`config.mk`:
```
export PLATFORM = sky130hd
export DESIGN_NAME = gps_fix_power_sequencer_top
export DESIGN_NICKNAME = d
export VERILOG_FILES = /design/src/hw/rtl/gfps_pkg.sv /design/src/hw/rtl/gfps_cfg.sv /design/src/hw/rtl/gfps_step.sv /design/src/hw/rtl/gps_fix_power_sequencer_top.sv
export SDC_FILE = /design/constraint.sdc
export NUM_CORES = 1
export LEC_CHECK = 0
export BUFFER_PORTS_ARGS = -buffer_cell sky130_fd_sc_hd__buf_2
export CORE_ASPECT_RATIO = 0.8
export CORE_MARGIN = 2
export CORE_UTILIZATION = 40
export CTS_BUF_LIST = sky130_fd_sc_hd__clkbuf_4
export CTS_CLUSTER_DIAMETER = 150
export CTS_CLUSTER_SIZE = 8
export DETAILED_ROUTE_END_ITERATION = 8
export SETUP_SLACK_MARGIN = 0.2
export SYNTH_ARGS = -nofsm -noshare
export SYNTH_HDL_FRONTEND = slang
export SYNTH_SLANG_ARGS = --single-unit
```
`constraint.sdc`:
```
create_clock -name i_clk -period 4.8 [get_ports i_clk]
set_input_delay 0 -clock i_clk [delete_from_list [all_inputs] [get_ports i_clk]]
set_output_delay 0 -clock i_clk [all_outputs]
set_load 0.01 [all_outputs]
```
`src/hw/rtl/gfps_pkg.sv`:
```
package gfps_pkg;

    // Field widths fixed by the item format.
    localparam int unsigned OPCODE_W      = 2;
    localparam int unsigned TIMEOUT_W     = 16;
    localparam int unsigned RETRY_W       = 4;
    localparam int unsigned PHASE_W       = 3;
    localparam int unsigned CFG_INDEX_W   = 1;
    localparam int unsigned CFG_DATA_W    = 16;
    localparam int unsigned TIME_WIDTH_DEF = 16;

    localparam logic [TIMEOUT_W-1:0] TIMEOUT_RST = TIMEOUT_W'(15 * 60);
    localparam logic [RETRY_W-1:0]   RETRY_RST   = RETRY_W'(4);
    localparam logic [RETRY_W-1:0]   RETRY_MAX   = '1;

    typedef enum logic [CFG_INDEX_W-1:0] {
        CFG_FIX_TIMEOUT = 1'b0,
        CFG_MAX_RETRIES = 1'b1
    } t_cfg_index;

    typedef enum logic [OPCODE_W-1:0] {
        OP_START = 2'd0,
        OP_STOP  = 2'd1,
        OP_EXEC  = 2'd2
    } t_opcode;

    typedef enum logic [PHASE_W-1:0] {
        PH_IDLE      = 3'd0,
        PH_POWERUP   = 3'd1,
        PH_POWERWAIT = 3'd2,
        PH_RXSTART   = 3'd3,
        PH_RXWAIT    = 3'd4,
        PH_RETRY     = 3'd5,
        PH_DONE      = 3'd6
    } t_phase;

    typedef struct packed {
        logic [TIMEOUT_W-1:0] fix_timeout;
        logic [RETRY_W-1:0]   max_retries;
    } t_cfg;

    typedef struct packed {
        logic receiver_error;
        logic fix_valid;
        logic gga_received;
        logic power_on_error;
        logic power_on_ok;
    } t_flags;

    typedef struct packed {
        t_phase phase;
        logic   busy;
        logic   schedule_report;
        logic   uart_to_modem;
        logic   receiver_stop;
        logic   receiver_start;
        logic   power_down;
        logic   power_restart;
    } t_result;

endpackage

```
`src/hw/rtl/gfps_cfg.sv`:
```
module gfps_cfg
    import gfps_pkg::*;
(
    input  logic                   i_clk,
    input  logic                   i_rst_n,
    input  logic                   i_wr,
    input  logic [CFG_INDEX_W-1:0] i_index,
    input  logic [CFG_DATA_W-1:0]  i_data,
    output t_cfg                   o_cfg
);

    logic [TIMEOUT_W-1:0] r_timeout;
    logic [RETRY_W-1:0]   r_retries;

    always_ff @(posedge i_clk) begin
        if (!i_rst_n) begin
            r_timeout <= TIMEOUT_RST;
            r_retries <= RETRY_RST;
        end else if (i_wr) begin
            case (t_cfg_index'(i_index))
                CFG_FIX_TIMEOUT: r_timeout <= i_data[TIMEOUT_W-1:0];
                CFG_MAX_RETRIES: r_retries <= i_data[RETRY_W-1:0];
                default: ;
            endcase
        end
    end

    assign o_cfg.fix_timeout = r_timeout;
    assign o_cfg.max_retries = r_retries;

endmodule

```
`src/hw/rtl/gfps_step.sv`:
```
module gfps_step
    import gfps_pkg::*;
#(
    parameter int unsigned TIME_WIDTH = TIME_WIDTH_DEF
) (
    input  logic                  i_clk,
    input  logic                  i_rst_n,
    input  logic                  i_fire,
    input  logic [OPCODE_W-1:0]   i_opcode,
    input  logic [TIME_WIDTH-1:0] i_now,
    input  t_flags                i_flags,
    input  t_cfg                  i_cfg,
    output t_result               o_res
);

    localparam int unsigned CMP_W = (TIME_WIDTH > TIMEOUT_W) ? TIME_WIDTH : TIMEOUT_W;

    t_phase                r_phase, n_phase;
    logic                  r_active, n_active;
    logic [RETRY_W-1:0]    r_retry, n_retry;
    logic [TIME_WIDTH-1:0] r_start_time, n_start_time;

    logic [TIME_WIDTH-1:0] w_elapsed;
    logic                  w_timed_out;
    logic [RETRY_W-1:0]    w_retry_inc;
    logic                  w_run;
    t_phase                w_phase_in;

    assign w_elapsed   = i_now - r_start_time;
    assign w_timed_out = CMP_W'(w_elapsed) > CMP_W'(i_cfg.fix_timeout);
    assign w_retry_inc = (r_retry == RETRY_MAX) ? r_retry : r_retry + RETRY_W'(1);

    always_comb begin
        n_phase      = r_phase;
        n_active     = r_active;
        n_retry      = r_retry;
        n_start_time = r_start_time;
        o_res        = '0;
        w_run        = 1'b0;
        w_phase_in   = r_phase;

        case (t_opcode'(i_opcode))
            OP_START: begin
                if (!r_active) begin
                    // A start arms the block and runs the power-up phase at once.
                    n_active   = 1'b1;
                    n_retry    = '0;
                    w_run      = 1'b1;
                    w_phase_in = PH_POWERUP;
                end
            end
            OP_STOP: begin
                o_res.power_down    = 1'b1;
                o_res.receiver_stop = 1'b1;
                o_res.uart_to_modem = 1'b1;
                n_active            = 1'b0;
            end
            OP_EXEC: begin
                w_run = r_active;
            end
            default: ;
        endcase

        if (w_run) begin
            case (w_phase_in)
                PH_IDLE: ;
                PH_POWERUP: begin
                    o_res.power_restart = 1'b1;
                    n_phase             = PH_POWERWAIT;
                    n_start_time        = i_now;
                end
                PH_POWERWAIT: begin
                    if (i_flags.power_on_ok) begin
                        n_phase = PH_RXSTART;
                    end else if (i_flags.power_on_error) begin
                        n_phase = PH_RETRY;
                    end
                end
                PH_RXSTART: begin
                    o_res.receiver_start = 1'b1;
                    n_phase              = PH_RXWAIT;
                end
                PH_RXWAIT: begin
                    if (i_flags.gga_received) begin
                        if (i_flags.fix_valid || w_timed_out) begin
                            n_phase = PH_DONE;
                        end else begin
                            n_phase = PH_RXSTART;
                        end
                    end else if (i_flags.receiver_error) begin
                        n_phase = PH_RETRY;
                    end
                end
                PH_RETRY: begin
                    o_res.power_down = 1'b1;
                    n_retry          = w_retry_inc;
                    n_phase = (w_retry_inc < i_cfg.max_retries) ? PH_POWERUP : PH_DONE;
                end
                default: begin
                    // Done, and any unused code, closes the run.
                    o_res.power_down      = 1'b1;
                    o_res.receiver_stop   = 1'b1;
                    o_res.uart_to_modem   = 1'b1;
                    o_res.schedule_report = 1'b1;
                    n_active              = 1'b0;
                    n_phase               = PH_IDLE;
                end
            endcase
        end

        o_res.busy  = n_active;
        o_res.phase = n_phase;
    end

    always_ff @(posedge i_clk) begin
        if (!i_rst_n) begin
            r_phase      <= PH_IDLE;
            r_active     <= 1'b0;
            r_retry      <= '0;
            r_start_time <= '0;
        end else if (i_fire) begin
            r_phase      <= n_phase;
            r_active     <= n_active;
            r_retry      <= n_retry;
            r_start_time <= n_start_time;
        end
    end

`ifndef SYNTHESIS
    a_stop_clears_active: assert property (@(posedge i_clk) disable iff (!i_rst_n)
        (i_fire && i_opcode == OP_STOP) |=> !r_active)
        else $error("stop did not clear the active flag");

    a_start_arms: assert property (@(posedge i_clk) disable iff (!i_rst_n)
        (i_fire && i_opcode == OP_START && !r_active)
        |=> (r_active && r_phase == PH_POWERWAIT && r_start_time == $past(i_now)))
        else $error("start did not arm the sequencer");

    a_active_not_idle: assert property (@(posedge i_clk) disable iff (!i_rst_n)
        r_active |-> r_phase != PH_IDLE)
        else $error("sequencer active in idle phase");

    a_retry_monotonic: assert property (@(posedge i_clk) disable iff (!i_rst_n)
        (i_fire && !(i_opcode == OP_START && !r_active)) |=> r_retry >= $past(r_retry))
        else $error("retry count went down without a start");
`endif

endmodule

```
`src/hw/rtl/gps_fix_power_sequencer_top.sv`:
```
// Channel   Dir  Handshake                     Payload
// s_axis    in   s_axis_tvalid/s_axis_tready   tuser: opcode; tdata: time and status flags
// m_axis    out  m_axis_tvalid/m_axis_tready   tdata: commands, busy, phase
// cfg       in   i_cfg_valid/o_cfg_ready       i_cfg_index, i_cfg_data
//
// An item is held in the input register and is then stepped into the result
// register; one item per cycle is sustained while the output is not stalled.
// The sequencer state updates as the item moves into the result register.
// Reset is synchronous and active low; config returns to its defaults.
// A stalled output holds its result; the input register takes an item only while empty.
module gps_fix_power_sequencer_top
    import gfps_pkg::*;
#(
    parameter int unsigned TIME_WIDTH = TIME_WIDTH_DEF
) (
    input  logic                   i_clk,
    input  logic                   i_rst_n,

    input  logic                   s_axis_tvalid,
    output logic                   s_axis_tready,
    // [TIME_WIDTH-1:0] now_seconds, then power_on_ok, power_on_error,
    // gga_received, fix_valid, receiver_error, zero padding
    input  logic [((TIME_WIDTH + 5 + 7) / 8) * 8 - 1:0] s_axis_tdata,
    // [1:0] opcode
    input  logic [OPCODE_W-1:0]    s_axis_tuser,

    output logic                   m_axis_tvalid,
    input  logic                   m_axis_tready,
    // [0] power_restart, [1] power_down, [2] receiver_start, [3] receiver_stop,
    // [4] uart_to_modem, [5] schedule_report, [6] busy_res, [9:7] phase, zero padding
    output logic [((7 + PHASE_W + 7) / 8) * 8 - 1:0] m_axis_tdata,

    input  logic                   i_cfg_valid,
    output logic                   o_cfg_ready,
    input  logic [CFG_INDEX_W-1:0] i_cfg_index,
    input  logic [CFG_DATA_W-1:0]  i_cfg_data
);

    localparam int unsigned OUT_BITS = 7 + PHASE_W;
    localparam int unsigned OUT_W    = ((OUT_BITS + 7) / 8) * 8;

    logic                  r_in_valid;
    logic [OPCODE_W-1:0]   r_in_opcode;
    logic [TIME_WIDTH-1:0] r_in_now;
    t_flags                r_in_flags;

    logic                  r_out_valid;
    t_result               r_out_res;

    logic                  w_in_fire;
    logic                  w_step;
    t_cfg                  w_cfg;
    t_result               w_res;

    assign w_step        = r_in_valid && (!r_out_valid || m_axis_tready);
    assign s_axis_tready = !r_in_valid || w_step;
    assign w_in_fire     = s_axis_tvalid && s_axis_tready;
    assign o_cfg_ready   = 1'b1;

    always_ff @(posedge i_clk) begin
        if (!i_rst_n) begin
            r_in_valid <= 1'b0;
        end else if (w_in_fire) begin
            r_in_valid <= 1'b1;
        end else if (w_step) begin
            r_in_valid <= 1'b0;
        end
    end

    always_ff @(posedge i_clk) begin
        if (w_in_fire) begin
            r_in_opcode               <= s_axis_tuser;
            r_in_now                  <= s_axis_tdata[TIME_WIDTH-1:0];
            r_in_flags.power_on_ok    <= s_axis_tdata[TIME_WIDTH];
            r_in_flags.power_on_error <= s_axis_tdata[TIME_WIDTH+1];
            r_in_flags.gga_received   <= s_axis_tdata[TIME_WIDTH+2];
            r_in_flags.fix_valid      <= s_axis_tdata[TIME_WIDTH+3];
            r_in_flags.receiver_error <= s_axis_tdata[TIME_WIDTH+4];
        end
    end

    gfps_cfg u_cfg (
        .i_clk   (i_clk),
        .i_rst_n (i_rst_n),
        .i_wr    (i_cfg_valid && o_cfg_ready),
        .i_index (i_cfg_index),
        .i_data  (i_cfg_data),
        .o_cfg   (w_cfg)
    );

    gfps_step #(
        .TIME_WIDTH (TIME_WIDTH)
    ) u_step (
        .i_clk    (i_clk),
        .i_rst_n  (i_rst_n),
        .i_fire   (w_step),
        .i_opcode (r_in_opcode),
        .i_now    (r_in_now),
        .i_flags  (r_in_flags),
        .i_cfg    (w_cfg),
        .o_res    (w_res)
    );

    always_ff @(posedge i_clk) begin
        if (!i_rst_n) begin
            r_out_valid <= 1'b0;
        end else if (w_step) begin
            r_out_valid <= 1'b1;
        end else if (m_axis_tready) begin
            r_out_valid <= 1'b0;
        end
    end

    always_ff @(posedge i_clk) begin
        if (w_step) begin
            r_out_res <= w_res;
        end
    end

    assign m_axis_tvalid = r_out_valid;
    assign m_axis_tdata  = OUT_W'({r_out_res.phase,
                                   r_out_res.busy,
                                   r_out_res.schedule_report,
                                   r_out_res.uart_to_modem,
                                   r_out_res.receiver_stop,
                                   r_out_res.receiver_start,
                                   r_out_res.power_down,
                                   r_out_res.power_restart});

endmodule
```
# Word level (Yosys, flattened, before mapping)
# Cells that the tools add are included.
# word_totals
register_bits	79
input_bits	48
output_inout_bits	19
wordCells	83
# classes
addsub	2
magnitude_cmp	2
eq_ne	8
n_mux	31
n_bitwise	1
n_reduce_logical	16
# op_table
operator	n
$mux 3	10
$mux 4	5
$pmux 3 s6	1
$gt 16x16->1	1
$sub 16x16->16	1
$mux 1	11
$eq 3x2->1 const B	2
$eq 3x3->1 const B	2
$reduce_or 6->1	1
$mux 5	1
$reduce_or 5->1	1
$add 4x1->4 const B	1
$eq 4x4->1 const B	1
$lt 4x4->1	1
$pmux 1 s2	2
$reduce_and 2->1	2
$reduce_bool 2->1	2
$eq 3x1->1 const B	1
$logic_not 3->1	1
$logic_or 1x1->1	3
$reduce_and 3->1	1
$eq 2x1->1 const B	1
$eq 2x2->1 const B	1
$logic_and 1x1->1	2
4 further kinds	5

# Depth between registers and ports, before layout
# Gate-level depths: netlist of the first run.
# logic_depth
word_depth	7
mapped_depth	16
ltp_nobuf	16

# Hierarchy
# A second synthesis of the first run with hierarchy kept.
# unflattened
cells_unflattened	480
area_unflattened_um2	4694.5
# modules_own_cells
mod	instances	cells_each	area_each_um2	seq_area_each_um2
gfps_step	1	346	2728.9	480.5
gps_fix_power_sequencer_top	1	51	1154.9	1031.0
gfps_cfg	1	83	810.8	400.4

# Least setup slack after synthesis of the first run
# OpenSTA, ideal clock, no wires.
# synth_timing
path_type	reg-to-reg
startpoint	reg r_in_now[0]
endpoint	reg r_out_res (netlist bit m_axis_tdata[9]), data pin
setup_ps	265
t_arrival_ps	3308
required_ps	4535
path_slack_ps	1227
path_stages_with_launch	17
path_buffers	0
synth_period_minus_slack_ps	3573
cell_sequence	edfxtp_1 -> inv_1 -> ha_1 -> fa_1 -> nor2b_4 -> o31ai_4 -> a311oi_1 -> o2111ai_1 -> or4b_1 -> o311ai_1 -> ha_1 -> nand4_1 -> nor4_1 -> nand4_1 -> nor2b_1 -> a2bb2oi_1 -> o21ai_0
# synth_via
elab_chain_len	7
# synth_rtl
element	line	source
start: declaration	gps_fix_power_sequencer_top.sv:44	logic [TIME_WIDTH-1:0] r_in_now;
start signal: assignment	gps_fix_power_sequencer_top.sv:73	r_in_now <= s_axis_tdata[TIME_WIDTH-1:0];
$sub 16x16->16	gfps_step.sv:29	assign w_elapsed = i_now - r_start_time;
$gt 16x16->1	gfps_step.sv:30	assign w_timed_out = CMP_W'(w_elapsed) > CMP_W'(i_cfg.fix_timeout);
$logic_or 1x1->1	gfps_step.sv:85	if (i_flags.fix_valid || w_timed_out) begin
$mux 3	gfps_step.sv:85	
$mux 3	gfps_step.sv:84	if (i_flags.gga_received) begin
$pmux 3 s6	gfps_step.sv:65	case (w_phase_in)
$mux 3	gfps_step.sv:64	if (w_run) begin
named net u_step.n_phase[2]	gfps_step.sv:18	t_phase r_phase, n_phase;
end signal: assignment	gps_fix_power_sequencer_top.sv:116	r_out_res <= w_res;
end: declaration	gps_fix_power_sequencer_top.sv:48	t_result r_out_res;
# The timed path passes the listed nets, and every way through them passes these cells.
# A chain may end at the register's enable or synchronous reset.

# Worst setup path in the final report of the first run
# Same ends and word-level chain as after synthesis.

==> results.json, run 1 <==
{
  "antenna_left": 0,
  "diodes": 0,
  "yosys_warnings": 0,
  "syn_area_per_cell_sq_um": 9.52,
  "arrival_ns": 4.26,
  "relSlewSlack_pct": 48.4,
  "async_flop_share_pct": 0,
  "stdcell_area_sq_mm": 0.00530,
  "grt_pass1_wl_mm": 15.3,
  "synth_largest_area_cell": "edfxtp_1",
  "finalCritPeriodShare_pct": 85.2,
  "synth_top_area_share_pct": 22.1,
  "seqPwrFrac_pct": 55.3,
  "grt_pass1_vias": 3348,
  "report.final.slew_viol_count": 0,
  "ys_seq_area_share_pct": 43.3,
  "cts_htree_levels": 3,
  "p_int_uw": 970,
  "drtIter0Drc": 215,
  "fillers": 1033,
  "routed_via_density": 4.91,
  "ys.flop_type": "dfxtp_1",
  "grt_max_degree": 48,
  "finClkSkew_ns": 0.0113,
  "antenna_found_initial": 0,
  "min_period_ns": 4.09,
  "placed_cell_area_sq_mm": 0.00473,
  "design.core.area_sq_mm": 0.0107,
  "grt_usage_pct": 16.4,
  "dp_hpwl_mm": 6.17,
  "drive_gt1_share_pct": 13.9,
  "path_clk_slew_ns": 0.11,
  "hold_viol": 0,
  "syn_area_sq_mm": 0.00434,
  "hold_class": "primary input to flop",
  "pwr-share-comb_pct": 19.0,
  "numPortBuffers": 56,
  "numClockSinks": 78,
  "yosysMostFrequentCell": "nand2_1",
  "clkPwrFrac_pct": 25.7,
  "cp.required_ns": 4.97,
  "rows": 34,
  "gp_congestion": 0.869,
  "drtPass1Iterations": 5,
  "ys_top_cells_by_area": "edfxtp_1 (22%), dfxtp_1 (21%), ha_1 (10%)",
  "cts.path.max_buffers": 2,
  "cts_tree": "built",
  "max_freq_mhz": 245,
  "setup_tns_ns": 0,
  "num_io_pins": 67,
  "maxCapViolations": 0,
  "vdd_ir_drop_max_mv": 0.140,
  "synth_edf_count": 32,
  "grt_remaining_overflow": 0,
  "p_per_area_mw_per_mm2": 251,
  "cts_made_buffers": 9,
  "wl_per_cell_um": 12.5,
  "drc": 0,
  "start_util_pct": 40.5,
  "post-route-util_pct": 49.5,
  "finalPower_uw": 1330,
  "die_y_um": 97.2,
  "via_count": 3462,
  "end_kind": "flop",
  "p_leak_uw": 0.00222,
  "setup_viol": 0,
  "power_switching_uw": 362,
  "clock_latency_ns": 0.44,
  "syn_inst": 456,
  "layout.nets": 640,
  "drt-total-wl_mm": 8.83,
  "dieWidth_um": 120,
  "status": "finished clean",
  "path_max_fanout": 4,
  "start_kind": "flop",
  "synth_common_cells": "nand2_1 (55), dfxtp_1 (46), inv_1 (43), ha_1 (35), edfxtp_1 (32)",
  "cts_root_buf": "clkbuf_4",
  "swShare_pct": 27.2,
  "path_class": "flop to flop",
  "area_growth_pct": 22.1,
  "synth_cell_types": 57,
  "rsz0062_at_grt": "false",
  "dieArea_sq_mm": 0.0117,
  "max_slew.worst_pin.slew_ns": 0.774,
  "ys_seq_elements": 78
}
power by group through the flow:
stage               clock (uW)  sequential (uW)  combinational, uW
finish                     342              737                253
global route               385              741                289
CTS                        355              737                253
detailed placement           0              752                224
global placement             0              752                219
floorplan                    0              749                166
cells in the final DEF, fill, tap and decap left out, types with 3 or more instances in the layout:
master / n
nand2_1: 55
o21a_1: 5
mux2i_1: 18
a21boi_0: 16
nor3_1: 3
buf_2: 56
conb_1: 7
xnor2_1: 11
nand3_1: 12
dfxtp_1: 46
dlygate4sd3_1: 46
nand4_1: 6
nor2b_1: 27
and2_1: 7
buf_4: 3
a31oi_1: 4
a21oi_1: 20
o21ai_1: 3
a21o_1: 6
o21ai_0: 11
nor2_1: 17
inv_1: 43
o211ai_1: 8
clkbuf_4: 13
ha_1: 35
nand2b_1: 5
edfxtp_1: 32
and3_1: 4
area by class of cell:
class,instances,area (sq um),share of cell area (%)
multi-input combinational,319,2210,41.6
sequential,78,1880,35.5
timing repair buffer,105,763,14.4
tap,144,180,3.40
inverter,43,161,3.04
clock buffer,13,97.6,1.84
clock inverter,3,12.5,0.236
path summary, 6_finish.rpt:
kind	slack (ns)	startpoint	cells after the start	endpoint
hold / removal	0.15	i_rst_n	2	u_cfg.r_timeout[2]
hold reg to reg	0.48	u_cfg.r_timeout[11]	2	u_cfg.r_timeout[11]
setup / recovery	0.71	r_in_now[0]	16	m_axis_tdata[9]
setup reg to reg	0.71	r_in_now[0]	16	m_axis_tdata[9]
state kept, by name, summed over array words and instances (netlist names):
register	cells
m_axis_tdata	9
m_axis_tvalid	1
r_in_flags	5
r_in_now	16
r_in_opcode	2
r_in_valid	1
u_cfg.r_retries	4
u_cfg.r_timeout	16
u_step.r_active	1
u_step.r_phase	3
u_step.r_retry	4
u_step.r_start_time	16
through the flow:
stage | worst slack [ns] | instances | hold slack, ns
CTS | 0.594 | 705 | 0.117
detailed placement | 0.613 | 643 | 0.178
global route | 0.321 | 705 | 0.173
global placement | 0.755 | 643 | 0.177
floorplan | 1.23 | 461 | 0.0989
finish | 0.712 | 705 | 0.146
metal layers:
layer  vias up  wire (um)  track usage, %
met5         -          0               0
met4         0        127            4.92
met3        12        472            5.34
met2        91       4000            26.6
met1      1579       4230            20.7
li1       1780          -               -
worst max-delay path: stages, from the launching register on:
cell and delay, ns:
edfxtp_1 0.37, inv_1 0.05, ha_1 0.22, fa_1 0.44, nor2b_4 0.17, o31ai_4 0.08
a311oi_2 0.33, o2111ai_1 0.21, or4b_1 0.20, o311ai_1 0.10, ha_1 0.34, nand4_1 0.16
nor4_1 0.40, nand4_1 0.19, nor2b_1 0.17, a2bb2oi_1 0.22, o21ai_0 0.17
kinds of logic (layout without fill, tap and decap cells):
group                      Yosys count  count (layout)  share of synthesized area [%]
AOI/OAI and AO/OA                   96              96                           15.2
buffers and inverters               64             164                           6.45
other                                2               7                          0.173
adders and majority gates           36              36                           10.5
DFF                                 78              78                           43.3
muxes                               20              20                           4.67
xor gates and xnor gates            13              13                           2.62
and+or+nand+nor                    147             147                           17.0
what timing repair did:
| item | CTS | global route |
|---|---|---|
| resized for setup | 0 | 1 |
| hold buffers | 46 | 0 |
| hold endpoints to repair | 45 | 0 |
| buffers inserted | 0 | 0 |
| setup endpoints to repair | 0 | 1 |
No activity file was read; power rests on OpenSTA's default activity.
==> run 2, diff against run 1 <==
CTS_BUF_LIST = sky130_fd_sc_hd__clkbuf_8 sky130_fd_sc_hd__clkbuf_16   (was sky130_fd_sc_hd__clkbuf_4)
SKIP_CTS_REPAIR_TIMING = 1   (was not set)
==> run 2 against run 1 <==
Utilization up 0.77 points. Total power grew 18%. Design area rose by 1.6%. Critical path depth unchanged. Global-route usage decreased by 0.68 points. First-iteration DRC count fell by 9.8%. Count of clock-buffer cells in the layout shrank 4. Via count shrank 1.8%. Hold slack got worse by 0.13 ns. Clock skew is 0.0067 ns lower. Die area is the same. Sequential share of layout area shrank 0.54 points.
==> results.json, run 2 (synthesis gave the netlist of run 1 again) <==
{
  "status": "finished clean",
  "grt_pass1_wl_mm": 14.7,
  "setup_viol": 0,
  "cts_root_buf": "clkbuf_16",
  "routed_via_density": 4.86,
  "pwr-share-comb_pct": 15.8,
  "worstRegToRegCells": 16,
  "grt_pass1_vias": 3130,
  "min_period_ns": 4.10,
  "drc": 0,
  "cts_tree": "built",
  "vdd_ir_drop_max_mv": 0.167,
  "cts_made_buffers": 9,
  "rows": 34,
  "place_ws_ns": 0.613,
  "hold_depth": 3,
  "drive_gt1_share_pct": 13.3,
  "antenna_left": 0,
  "reg_top3": "r_in_now (16), u_cfg.r_timeout (16), u_step.r_start_time (16)",
  "max_slew.worst_pin.slew_ns": 0.760,
  "grt_max_degree": 48,
  "gp_congestion": 0.869,
  "r2r_end": "m_axis_tdata[9]",
  "seqPwrFrac_pct": 47.0,
  "area_growth_pct": 24.0,
  "antenna_found_initial": 0,
  "reg2reg_from": "r_in_now[0]",
  "report.final.slew_viol_count": 0,
  "relSlewSlack_pct": 49.3,
  "arrival_ns": 4.16,
  "p_int_uw": 1180,
  "r2r_setup_slack_ns": 0.70,
  "fin_ws_ns": 0.698,
  "dieArea_sq_mm": 0.0117,
  "path_clk_slew_ns": 0.06,
  "wl_per_cell_um": 12.5,
  "dp_hpwl_mm": 6.17,
  "via_count": 3398,
  "path_max_fanout": 4,
  "hold_viol": 0,
  "cts_htree_levels": 3,
  "cts.path.max_buffers": 2,
  "clkPwrFrac_pct": 37.1,
  "finClkSkew_ns": 0.00454,
  "drtIter0Drc": 194,
  "maxCapViolations": 0,
  "swShare_pct": 24.9,
  "dieWidth_um": 120,
  "numClockSinks": 78,
  "start_kind": "flop",
  "end_kind": "flop",
  "max_freq_mhz": 244,
  "p_leak_uw": 0.00228,
  "hold_class": "primary input to flop",
  "design.core.area_sq_mm": 0.0107,
  "diodes": 0,
  "final_common_cell": "buf_2",
  "clock_latency_ns": 0.33,
  "start_util_pct": 40.5,
  "min_from": "i_cfg_index",
  "cp.required_ns": 4.85,
  "setup_tns_ns": 0,
  "drt-total-wl_mm": 8.77,
  "final_cell_mix": "buf_2 (56), nand2_1 (55), inv_1 (47)",
  "holdPathEnd": "u_cfg.r_retries[0]",
  "grt_usage_pct": 15.7,
  "layout.nets": 634,
  "num_io_pins": 67,
  "numPortBuffers": 56,
  "rsz0062_at_grt": "false",
  "die_y_um": 97.2,
  "grt_remaining_overflow": 0,
  "p_per_area_mw_per_mm2": 292,
  "power_switching_uw": 391,
  "finalCritPeriodShare_pct": 85.5,
  "path_class": "flop to flop",
  "drtPass1Iterations": 4
}
[run 2: power by group through the flow]
| stage | sequential [uW] | combinational, uW | clock [uW] |
|---|---|---|---|
| after CTS | 739 | 225 | 600 |
| after detailed placement | 752 | 224 | 0 |
| after global routing | 742 | 285 | 626 |
| after floorplan | 749 | 166 | 0 |
| final | 739 | 249 | 583 |
| after global placement | 752 | 219 | 0 |
[run 2: worst max path at each step]
stage	from	slack, ns	cells after the start	endpoint
CTS	r_in_now[0]	0.60	16	m_axis_tdata[9]
finish	r_in_now[0]	0.70	16	m_axis_tdata[9]
detailed placement	r_in_now[0]	0.61	16	m_axis_tdata[9]
floorplan	r_in_now[0]	1.23	16	m_axis_tdata[9]
global route	r_in_now[0]	0.33	16	m_axis_tdata[9]
global placement	r_in_now[0]	0.75	16	m_axis_tdata[9]
[run 2: layout make-up]
| cell class | instances | area, sq um |
|---|---|---|
| clock buffers | 9 | 225 |
| well taps | 144 | 180 |
| fillers | 1033 | 5340 |
| inverters | 43 | 161 |
| repair buffers | 99 | 703 |
| flip-flops and latches | 78 | 1880 |
| multi-input cells | 319 | 2210 |
| clock inverters | 7 | 27.5 |
[run 2: per-layer routing]
| layer | share of wire (%) | global-route usage, % |
|---|---|---|
| met3 | 4.9 | 4.11 |
| met4 | 1.4 | 5.81 |
| met1 | 48 | 20.4 |
| met2 | 46 | 25.0 |
| met5 | 0 | 0 |
[run 2: critical path, cell delays in order (launching register included)]
cell       delay, ns
edfxtp_1        0.35
inv_1           0.05
ha_1            0.23
fa_1            0.44
nor2b_4         0.17
o31ai_4         0.08
a311oi_2        0.33
o2111ai_1       0.20
or4b_1          0.20
o311ai_1        0.11
ha_1            0.34
nand4_1         0.16
nor4_1          0.41
nand4_1         0.19
nor2b_1         0.17
a2bb2oi_1       0.23
o21ai_0         0.17
[run 2: per-stage QoR]
step | instances | hold slack, ns | util (%) | power (uW) | cell area [sq um]
global placement | 643 | 0.177 | 44.1 | 971 | 4730
floorplan | 461 | 0.0989 | - | 915 | 4360
global route | 699 | 0.0351 | 50.2 | 1650 | 5390
finish | 699 | 0.0119 | 50.2 | 1570 | 5390
CTS | 659 | -0.176 | 46.4 | 1560 | 4980
detailed placement | 643 | 0.178 | 44.1 | 976 | 4730
==> run 3, diff against run 2 <==
ABC_AREA = 1   (was not set)
==> run 3 against run 2 <==
The flow now finishes with violations (negative hold slack). Critical path depth is 6 higher. Setup slack better by 0.76 ns. Sequential power hardly changed. Total power is 9.4% higher. Count of clock-buffer cells in the layout stayed put. Utilization is 0.48 points higher. Critical endpoint unchanged. Global-route usage is 0.076 points lower. Via count is 3.4% lower.
==> results.json, run 3 <==
{
  "status": "finished, violations left",
  "violations": "negative hold slack",
  "grt_max_degree": 36,
  "cts_root_buf": "clkbuf_16",
  "ys_top_cells_by_area": "edfxtp_1 (23%), dfxtp_1 (22%), ha_1 (11%)",
  "cts_htree_levels": 3,
  "wl_per_cell_um": 11.6,
  "grt_remaining_overflow": 0,
  "numPortBuffers": 56,
  "grt_usage_pct": 15.6,
  "p_int_uw": 1290,
  "area_growth_pct": 24.7,
  "p_leak_uw": 0.00228,
  "routed_via_density": 4.61,
  "swShare_pct": 24.9,
  "path_class": "flop to flop",
  "drtIter0Drc": 137,
  "drt-total-wl_mm": 8.26,
  "syn_area_sq_mm": 0.00413,
  "num_io_pins": 67,
  "synth_edf_count": 32,
  "final_cell_mix": "nand2_1 (83), inv_1 (70), a21oi_1 (63)",
  "setup_viol": 0,
  "drive_gt1_share_pct": 16.1,
  "synth_cell_types": 37,
  "synth_common_cells": "nand2_1 (83), inv_1 (69), a21oi_1 (63), dfxtp_1 (46), ha_1 (35)",
  "drtPass1Iterations": 4,
  "syn_area_per_cell_sq_um": 8.64,
  "yosys_warnings": 0,
  "cts_tree": "built",
  "finalCritPeriodShare_pct": 69.7,
  "reg_top3": "r_in_now (16), u_cfg.r_timeout (16), u_step.r_start_time (16)",
  "report.final.slew_viol_count": 0,
  "critPathMaxStageDelay_ns": 0.42,
  "crit_chain": "inv_1 -> ha_1 -> fa_1 -> o21ai_2 -> a21oi_2 -> o21ai_2 -> nand2_1 -> nand2_1 -> nand3_1 -> nand2_1 -> xor2_1 -> ha_1 -> nand2_1 -> o21ai_0 -> a21oi_1 -> nand2_1 -> nand2_1 -> nand2_1 -> nand2_1 -> nand3b_1 -> nand2_1 -> nand2_1",
  "p_per_area_mw_per_mm2": 333,
  "seqPwrFrac_pct": 43.2,
  "syn_inst": 478,
  "hold_class": "primary input to flop",
  "layout.nets": 651,
  "maxCapViolations": 0,
  "setup_tns_ns": 0,
  "arrival_ns": 3.44,
  "rsz0062_at_grt": "false",
  "layout.cells.non_filler": 712,
  "clock_latency_ns": 0.34,
  "pwr-share-comb_pct": 15.2,
  "path_clk_slew_ns": 0.06,
  "start_kind": "flop",
  "cpMaxStageDelayCell": "fa_1",
  "cp_common_cell": "nand2_1",
  "end_kind": "flop",
  "max_slew.worst_pin.slew_ns": 0.849,
  "grt_pass1_vias": 2870,
  "hold_ws_ns": -0.0305,
  "via_count": 3284,
  "path_max_fanout": 3,
  "cts.path.max_buffers": 2,
  "rows": 33,
  "gp_congestion": 0.814,
  "antenna_left": 0,
  "dp_hpwl_mm": 6.08,
  "die_y_um": 94.9,
  "yosysMostFrequentCell": "nand2_1",
  "design.core.area_sq_mm": 0.0102,
  "ys_seq_elements": 78,
  "start_util_pct": 40.7,
  "finClkSkew_ns": 0.00748,
  "relSlewSlack_pct": 43.4,
  "reg2reg_from": "r_in_now[0]",
  "cts_made_buffers": 9,
  "synth_largest_area_cell": "edfxtp_1",
  "hold_viol": 7,
  "crit_start": "r_in_now[0]",
  "antenna_found_initial": 0,
  "diodes": 0,
  "clkPwrFrac_pct": 41.6,
  "async_flop_share_pct": 0,
  "synth_top_area_share_pct": 23.3,
  "numClockSinks": 78,
  "vdd_ir_drop_max_mv": 0.195,
  "drc": 0,
  "final_common_cell": "nand2_1",
  "fillers": 972,
  "min_period_ns": 3.35,
  "dieArea_sq_mm": 0.0112,
  "cp.required_ns": 4.89,
  "dieWidth_um": 118,
  "min_from": "i_cfg_data[15]",
  "ys_seq_area_share_pct": 45.5,
  "ys.flop_type": "dfxtp_1",
  "max_freq_mhz": 299,
  "grt_pass1_wl_mm": 13.8,
  "dp.cells": 662,
  "power_switching_uw": 427
}
run 3: per-layer routing:
layer  part of all wire, %  track usage [%]  up-vias
li1                      -                -     1761
met1                    54             22.3     1447
met2                    40             22.5       63
met3                   3.4             3.80       13
met4                   1.7             6.33        0
met5                     0                0        -
run 3: final timing paths:
path	slack [ns]	cells after the start	to
worst max-delay path	1.45	22	m_axis_tdata[9]
worst min-delay path	-0.03	3	u_cfg.r_timeout[15]
worst max register to register	1.45	22	m_axis_tdata[9]
worst min register to register	0.46	2	u_step.r_start_time[9]
run 3: power groups by stage:
stage	Sequential, uW	Clock, uW	Combinational, uW
5_1_grt	745	766	305
2_1_floorplan	754	0	179
3_5_place_dp	756	0	240
3_3_place_gp	755	0	232
6_report	742	714	261
4_1_cts	742	733	241
run 3: layout make-up:
type	count	area, sq um	share of cell area [%]
Multi-Input combinational cell	317	1890	36.7
Sequential cell	78	1880	36.5
Timing Repair Buffer	90	621	12.0
Inverter	71	267	5.17
Clock buffer	9	225	4.37
Tap cell	140	175	3.40
Clock inverter	7	90.1	1.75
run 3: cells by family (layout without fill, tap and decap cells):
kind of cell | after synthesis | in the layout | synth area share [%]
AO/OA/AOI/OAI | 123 | 123 | 16.6
XOR/XNOR | 17 | 17 | 3.60
adder cells (fa/ha/maj) | 36 | 36 | 11.1
buffers and inverters | 88 | 177 | 9.12
flip-flops | 78 | 78 | 45.5
multiplexers | 1 | 1 | 0.273
other | 2 | 7 | 0.182
AND/OR/NAND/NOR | 133 | 133 | 13.6
run 3: critical path, delay by kind of cell (launching register included):
kind / cells / cell delay (ns)
flip-flops: 1 / 0.36
adder cells (fa/ha/maj): 3 / 0.90
XOR/XNOR: 1 / 0.16
buffers and inverters: 1 / 0.05
AO/OA/AOI/OAI: 5 / 0.72
AND/OR/NAND/NOR: 12 / 0.89
run 3: through the flow:
step / cell area, sq um / worst slack [ns] / hold slack (ns) / total power, uW / utilization, %
after floorplan: 4150 / 1.79 / 0.0989 / 932 / -
after global placement: 4500 / 1.45 / 0.177 / 988 / 44.3
after detailed placement: 4500 / 1.44 / 0.178 / 996 / 44.3
after CTS: 4810 / 1.42 / -0.179 / 1720 / 47.4
after global routing: 5150 / 1.09 / 0.00710 / 1820 / 50.7
final: 5150 / 1.45 / -0.0305 / 1720 / 50.7
